===== config.mk =====
export PLATFORM = sky130hd
export DESIGN_NAME = mgcp_payload_classifier_top
export DESIGN_NICKNAME = d
export VERILOG_FILES = /design/src/sv/mpc_pkg.sv /design/src/sv/mpc_window_cell.sv /design/src/sv/mpc_match.sv /design/src/sv/mgcp_payload_classifier_top.sv
export SDC_FILE = /design/constraint.sdc
export NUM_CORES = 1
export LEC_CHECK = 0
export ABC_AREA = 1
export BUFFER_PORTS_ARGS = -buffer_cell sky130_fd_sc_hd__buf_2
export CAP_MARGIN = 25
export CORE_MARGIN = 1
export CORE_UTILIZATION = 50
export CTS_CLUSTER_DIAMETER = 50
export DETAILED_ROUTE_END_ITERATION = 10
export HOLD_SLACK_MARGIN = 0.15
export PLACE_DENSITY = 0.74
export REMOVE_ABC_BUFFERS = 1
export SLEW_MARGIN = 20
export SYNTH_ARGS = -nofsm -noshare
export SYNTH_HDL_FRONTEND = slang
export SYNTH_SLANG_ARGS = --single-unit

===== constraint.sdc =====
create_clock -name clk -period 2.8 [get_ports clk]
set_input_delay 0.56 -clock clk [delete_from_list [all_inputs] [get_ports clk]]
set_output_delay 0.56 -clock clk [all_outputs]
set_load 0.01 [all_outputs]

===== src/sv/mpc_pkg.sv =====
`timescale 1ns / 1ps
`default_nettype none
// ----------------------------------------------------------------------------
// mpc_pkg
// Shared constants and types for the MGCP payload classifier: counter width,
// verb table, marker word and the control struct of the window cells.
// ----------------------------------------------------------------------------
package mpc_pkg;

	localparam int INDEX_WIDTH = 16;
	localparam int WIN_CELLS   = 4;
	localparam int VERB_COUNT  = 9;

	localparam logic [INDEX_WIDTH-1:0] IDX_MAX          = {INDEX_WIDTH{1'b1}};
	localparam logic [INDEX_WIDTH-1:0] VERB_INDEX       = INDEX_WIDTH'(4);
	localparam logic [INDEX_WIDTH-1:0] MIN_LAST_INDEX   = INDEX_WIDTH'(7);
	localparam logic [INDEX_WIDTH-1:0] MARKER_MIN_INDEX = INDEX_WIDTH'(8);

	localparam logic [7:0] LINE_FEED = 8'h0a;

	typedef logic [39:0] word5_t;

	localparam word5_t MARKER_WORD = {"M", "G", "C", "P", " "};

	localparam word5_t VERB_TABLE [VERB_COUNT] = '{
		{"A", "U", "E", "P", " "},
		{"A", "U", "C", "X", " "},
		{"C", "R", "C", "X", " "},
		{"D", "L", "C", "X", " "},
		{"E", "P", "C", "F", " "},
		{"M", "D", "C", "X", " "},
		{"N", "T", "F", "Y", " "},
		{"R", "Q", "N", "T", " "},
		{"R", "S", "I", "P", " "}
	};

	// Control shared by every window cell
	typedef struct packed {
		logic shift;
		logic clear;
	} cell_ctrl_t;

	// Match the five-byte window against the verb list
	function automatic logic is_verb(input word5_t w);
		logic hit;
		hit = 1'b0;
		for (int k = 0; k < VERB_COUNT; k++) begin
			if (VERB_TABLE[k] == w) begin
				hit = 1'b1;
			end
		end
		return hit;
	endfunction

endpackage
`default_nettype wire


===== src/sv/mpc_window_cell.sv =====
`timescale 1ns / 1ps
`default_nettype none
// ----------------------------------------------------------------------------
// mpc_window_cell
// One byte of the sliding window. Takes its neighbor's byte on every accepted
// transaction and clears at the end of a payload.
// ----------------------------------------------------------------------------
module mpc_window_cell (
	input  wire                    clk,
	input  wire                    arst_n,
	input  mpc_pkg::cell_ctrl_t    ctrl,
	input  wire  [7:0]             din,
	output logic [7:0]             dout
);

	logic [7:0] byte_q;

	// Shift in the neighbor byte, drop everything on end of payload
	always_ff @(posedge clk or negedge arst_n) begin
		if (!arst_n) begin
			byte_q <= 8'h00;
		end else if (ctrl.shift) begin
			if (ctrl.clear) begin
				byte_q <= 8'h00;
			end else begin
				byte_q <= din;
			end
		end
	end

	assign dout = byte_q;

endmodule
`default_nettype wire


===== src/sv/mpc_match.sv =====
`timescale 1ns / 1ps
`default_nettype none
// ----------------------------------------------------------------------------
// mpc_match
// Byte counter, verb and marker flags, and the verdict for the final byte.
// ----------------------------------------------------------------------------
module mpc_match (
	input  wire                  clk,
	input  wire                  arst_n,
	input  mpc_pkg::cell_ctrl_t  ctrl,
	input  mpc_pkg::word5_t      window,
	input  wire  [7:0]           payload_byte,
	output logic                 verdict
);

	logic [mpc_pkg::INDEX_WIDTH-1:0] byte_index_q;
	logic                            verb_ok_q;
	logic                            marker_found_q;
	logic                            verb_hit;
	logic                            verb_ok_now;
	logic                            marker_hit;

	// Compare the window holding the incoming byte
	assign verb_hit    = (byte_index_q == mpc_pkg::VERB_INDEX) && mpc_pkg::is_verb(window);
	assign verb_ok_now = verb_ok_q || verb_hit;
	assign marker_hit  = (byte_index_q >= mpc_pkg::MARKER_MIN_INDEX) &&
	                     (window == mpc_pkg::MARKER_WORD);

	assign verdict = (byte_index_q >= mpc_pkg::MIN_LAST_INDEX) &&
	                 (payload_byte == mpc_pkg::LINE_FEED) &&
	                 verb_ok_now && marker_found_q;

	// Advance counter and flags; clear on the final byte
	always_ff @(posedge clk or negedge arst_n) begin
		if (!arst_n) begin
			byte_index_q   <= '0;
			verb_ok_q      <= 1'b0;
			marker_found_q <= 1'b0;
		end else if (ctrl.shift) begin
			if (ctrl.clear) begin
				byte_index_q   <= '0;
				verb_ok_q      <= 1'b0;
				marker_found_q <= 1'b0;
			end else begin
				verb_ok_q <= verb_ok_now;
				if (marker_hit) begin
					marker_found_q <= 1'b1;
				end
				if (byte_index_q != mpc_pkg::IDX_MAX) begin
					byte_index_q <= byte_index_q + 1'b1;
				end
			end
		end
	end

endmodule
`default_nettype wire


===== src/sv/mgcp_payload_classifier_top.sv =====
`timescale 1ns / 1ps
`default_nettype none
// ----------------------------------------------------------------------------
// mgcp_payload_classifier_top
// Classifies a UDP payload, streamed one byte per transaction, as MGCP or not.
// ----------------------------------------------------------------------------
// Usage:
//   Input channel (in_valid / in_ready) carries payload_byte and is_last, one
//   byte per transaction, first byte first; is_last marks the final byte.
//   Output channel (out_valid / out_ready) carries is_mgcp, one transaction
//   per payload, produced only for the final byte.
//   Throughput: one byte per cycle while the output is not stalled, payloads back to back with no gap. The
//   window is a row of four byte cells that shift on every accepted byte;
//   verb and marker compares see the cells plus the incoming byte.
//   Latency: is_mgcp is valid the cycle after the final byte is accepted.
//   Stall: the verdict sits in an output register; while it waits and
//   out_ready is low, in_ready drops and no byte of any kind is accepted.
//   Bytes flow again in the cycle that out_ready drains the verdict, so a
//   stall on the output costs the input exactly the stalled cycles.
//   Reset: arst_n clears the window, counter, flags and output valid; the
//   block is ready for a new payload on the first cycle after reset.
// ----------------------------------------------------------------------------
module mgcp_payload_classifier_top (
	input  wire        clk,
	input  wire        arst_n,
	input  wire        in_valid,
	output logic       in_ready,
	input  wire  [7:0] payload_byte,
	input  wire        is_last,
	output logic       out_valid,
	input  wire        out_ready,
	output logic       is_mgcp
);

	mpc_pkg::cell_ctrl_t ctrl;
	mpc_pkg::word5_t     window;
	logic [7:0]          cell_din  [mpc_pkg::WIN_CELLS];
	logic [7:0]          cell_dout [mpc_pkg::WIN_CELLS];
	logic                verdict;
	logic                in_accept;
	logic                out_valid_q;
	logic                is_mgcp_q;

	assign in_ready  = !out_valid_q || out_ready;
	assign in_accept = in_valid && in_ready;

	assign ctrl = '{shift: in_accept, clear: is_last};

	// Chain of window cells, newest byte enters cell 0
	for (genvar i = 0; i < mpc_pkg::WIN_CELLS; i++) begin : g_cell
		if (i == 0) begin : g_head
			assign cell_din[i] = payload_byte;
		end else begin : g_link
			assign cell_din[i] = cell_dout[i-1];
		end
		mpc_window_cell u_cell (
			.clk    (clk),
			.arst_n (arst_n),
			.ctrl   (ctrl),
			.din    (cell_din[i]),
			.dout   (cell_dout[i])
		);
	end

	assign window = {cell_dout[3], cell_dout[2], cell_dout[1], cell_dout[0], payload_byte};

	mpc_match u_match (
		.clk          (clk),
		.arst_n       (arst_n),
		.ctrl         (ctrl),
		.window       (window),
		.payload_byte (payload_byte),
		.verdict      (verdict)
	);

	// Hold the verdict until the output transaction completes
	always_ff @(posedge clk or negedge arst_n) begin
		if (!arst_n) begin
			out_valid_q <= 1'b0;
		end else if (in_accept && is_last) begin
			out_valid_q <= 1'b1;
		end else if (out_ready) begin
			out_valid_q <= 1'b0;
		end
	end

	always_ff @(posedge clk or negedge arst_n) begin
		if (!arst_n) begin
			is_mgcp_q <= 1'b0;
		end else if (in_accept && is_last) begin
			is_mgcp_q <= verdict;
		end
	end

	assign out_valid = out_valid_q;
	assign is_mgcp   = is_mgcp_q;

endmodule
`default_nettype wire


==> summary.txt <==
Outcome
  • Status: complete, no violations

Clock network
  • Num Clock Sinks: 52
  • # Post-CTS Setup Buffers: 0
  • Latest clock arrival within the worst-skew pair: 0.31 ns
  • Root Driver: clkbuf_8
  • Clock Path Buffers: 2
  • Clock slew at reported path FFs: 0.09 ns
  • CTS tree: built
  • H-tree levels: 2
  • Hold_buf cts: 0
  • Post-CTS resize count: 0
  • Num CTS Buffers: 5

Layout
  • Multi-input gate area: 0.001324 sq mm
  • Area grow syn2layout: 7.508%
  • Share of cells above drive strength 1: 6.921%
  • Most frequent cells in the layout: nand2_1 (86), inv_1 (58), dfrtp_1 (52)
  • Final net count: 433
  • Post-Layout Inst Area: 0.003136 sq mm
  • FILL cells: 553
  • Register area: 0.001301 sq mm
  • Final Core Density: 56.25%
  • Ant diodes: 0
  • Most common cell after layout, fill and taps aside: nand2_1

Yosys
  • Post-synthesis simple-gate area fraction: 32.30%
  • Synth cell types: 24
  • Synthesized area: 0.002917 sq mm
  • Mux cell area share after synthesis: 0%
  • Yosys reg bits: 52
  • Avg Synthesized Cell Area: 7.201 sq um
  • Synth area leader: dfrtp_1
  • Post-synthesis instance total: 405
  • Compound-Gate Fraction of Synth Area: 10.73%
  • Adder-Cell Fraction of Synth Area: 0.8580%
  • Share of the synthesized area in the top cell type: 44.62%
  • Largest family of logic cells by synthesized area: simple AND/OR/NAND/NOR gates
  • Synth area leaders: dfrtp_1 (45%), nand2_1 (11%), nand3_1 (8.2%)
  • Post-synthesis sequential area ratio: 44.62%
  • Yosys warns: 0
  • XOR/XNOR Fraction of Synth Area: 1.502%

Critical path
  • Reg2reg path depth: 11
  • CP bufs+invs: 1
  • WP data required: 3.00 ns
  • CP Launch Type: flop
  • Worst r2r src: u_match.byte_index_q[4]
  • Critical Path Sink: u_match.byte_index_q[5]
  • Critical path startpoint: u_match.byte_index_q[4]
  • Critical Path, Cell by Cell: nand2_1 > nor2_1 > nand3_1 > nor3_2 > nand3_1 > nand2_2 > inv_1 > nand2_1 > o21ai_0 > nand2_1 > nor2_1
  • Maximum fanout along the worst path: 14
  • WS Path Type: reg2reg
  • Critical Path Most Common Cell: nand2_1
  • Stages on worst setup path: 11
  • FF-to-FF End: u_match.byte_index_q[5]
  • Crit path DAT: 2.23 ns
  • CP endpoint kind: flop
  • Kind of cell adding the most delay to the critical path: simple AND/OR/NAND/NOR gates
  • Crit-path slowest cell: dfrtp_1
  • Max incr delay on CP: 0.40 ns
  • R2r setup slk: 0.77 ns

Power
  • PD cells: 475.9 mW/mm^2
  • Comb pwr share: 14.0%
  • Reg power frac: 55.8%
  • Pleak: 1.397 nW
  • Switching Fraction: 29.00%
  • Worst VDD drop: 0.3141 mV
  • Clk pwr share: 30.1%
  • P_sw: 0.4327 mW
  • Int Pwr: 1.059 mW

Detailed routing
  • First-pass DRT Iterations: 5
  • Vias per inst: 5.399
  • Final wirelength: 6.706 mm
  • Avg WL per Cell: 13.66 um
  • DRC viols: 0
  • ANT nets after route: 0
  • Post-Route M1 WL: 2.983 mm
  • Routed via count: 2651
  • Top layer in use: met4
  • Met2 WL post-DR: 3.396 mm
  • Initial drt markers: 248
  • DR WL met3: 226 um

STA
  • Tmin final: 2.033 ns
  • Slew HR: 56.13%
  • Fmax: 0.4918 GHz
  • Post-route setup TNS: 0 ns
  • Final Hold Viols: 0
  • Clk_skew: 0.01024 ns
  • RSZ-0062 raised after global routing: false
  • Worst Tran Pin Value: 0.6581 ns
  • # setup viols final: 0
  • Slew Limit Fails: 0
  • Crit share post-route: 72.62%

Floorplan
  • FP Rows: 27
  • Height of the die: 78.38 um
  • IO Count: 16
  • Overall die width: 78.38 um
  • Core area: 0.005574 sq mm
  • Die area: 0.006143 sq mm
  • Initial core utilization: 52.32%

GRT
  • First-pass GRT wire length: 11.48 mm
  • Vias in the first global route: 2574
  • Global route total overflow: 0
  • GRT Total Usage: 24.10%
  • Largest net degree at the start of global routing: 58
  • Initial antenna violation count: 0

Worst hold path
  • Worst min path class: in2async

Placed design
  • Global placer's final weighted congestion: 0.9064
  • Detail Placement HPWL: 4.818 mm
  • Buffers on Ports: 15
  • Placement Cell Area: 0.003045 sq mm

Flow run
  • Max cap viols: 0
==> per-layer routing <==
layer | global-route usage, % | vias to the layer above
met5 | 0 | -
met4 | 7.407 | 0
met3 | 4.767 | 10
met2 | 42.37 | 62
met1 | 29.71 | 1241
li1 | - | 1338
==> power by group through the flow <==
stage          clock network [mW]  registers, mW  logic [mW]
6_report                    0.450          0.833       0.209
2_1_floorplan                   0          0.840       0.132
4_1_cts                     0.457          0.833       0.210
3_5_place_dp                    0          0.848       0.207
3_3_place_gp                    0          0.846       0.204
5_1_grt                     0.494          0.842       0.241
==> kinds of logic after synthesis <==
logic type,after synthesis
and+or+nand+nor,215
AOI/OAI and AO/OA,58
adders and majority gates,2
DFF,52
buffers and inverters,73
xor gates and xnor gates,5
==> worst min path at each step <==
stage                                          end  cells past startpoint  startpoint
after floorplan           g_cell[0].u_cell.dout[0]                      0      arst_n
after global routing      g_cell[3].u_cell.dout[6]                      2      arst_n
after CTS                 g_cell[3].u_cell.dout[0]                      2      arst_n
after global placement                     is_mgcp                      2     is_mgcp
final                     g_cell[3].u_cell.dout[6]                      2      arst_n
after detailed placement                   is_mgcp                      2     is_mgcp
==> per-stage QoR <==
step | total power, mW | instances | setup WS, ns | hold slack, ns
6_report | 1.492 | 491 | 0.7665 | 0.3580
5_1_grt | 1.577 | 491 | 0.5905 | 0.4164
4_1_cts | 1.500 | 491 | 0.8109 | 0.3782
3_5_place_dp | 1.055 | 483 | 0.7962 | 0.4757
3_3_place_gp | 1.050 | 483 | 0.8400 | 0.4817
2_1_floorplan | 0.9718 | 392 | 0.1026 | 0.2644
==> flip-flops by register name, indices dropped and copies added (netlist names) <==
name	cells
u_match.marker_found_q	1
is_mgcp	1
g_cell.u_cell.dout	32
out_valid	1
u_match.byte_index_q	16
u_match.verb_ok_q	1
==> cells in the mapped netlist <==
| library cell | count |
|---|---|
| a21oi_1 | 8 |
| nor3_2 | 1 |
| nand4_1 | 7 |
| nand3_2 | 1 |
| buf_1 | 2 |
| nand3_1 | 48 |
| inv_1 | 58 |
| o21ai_0 | 41 |
| nor3_1 | 16 |
| buf_2 | 2 |
| ha_1 | 2 |
| o31ai_1 | 8 |
| clkinv_1 | 2 |
| nand3b_1 | 1 |
| nor3b_1 | 1 |
| nor2_1 | 47 |
| clkbuf_1 | 7 |
| nand2_2 | 2 |
| buf_6 | 2 |
| nor4_1 | 5 |
| nand2_1 | 86 |
| xor2_1 | 5 |
| dfrtp_1 | 52 |
| a21o_1 | 1 |
==> area by class of cell <==
cell class                 count  area share, %
timing repair buffer          19          3.352
tap                           72          2.873
inverter                      60          7.183
clock buffer                   8          2.873
sequential                    52          41.50
multi-input combinational    280          42.22
==> worst register-to-register path, cell delays in order, from the launching register on <==
cell     delay (ns)
dfrtp_1        0.40
nand2_1        0.16
nor2_1         0.12
nand3_1        0.09
nor3_2         0.21
nand3_1        0.13
nand2_2        0.19
inv_1          0.23
nand2_1        0.18
o21ai_0        0.10
nand2_1        0.07
nor2_1         0.05
(Power assumes the default switching activity.)
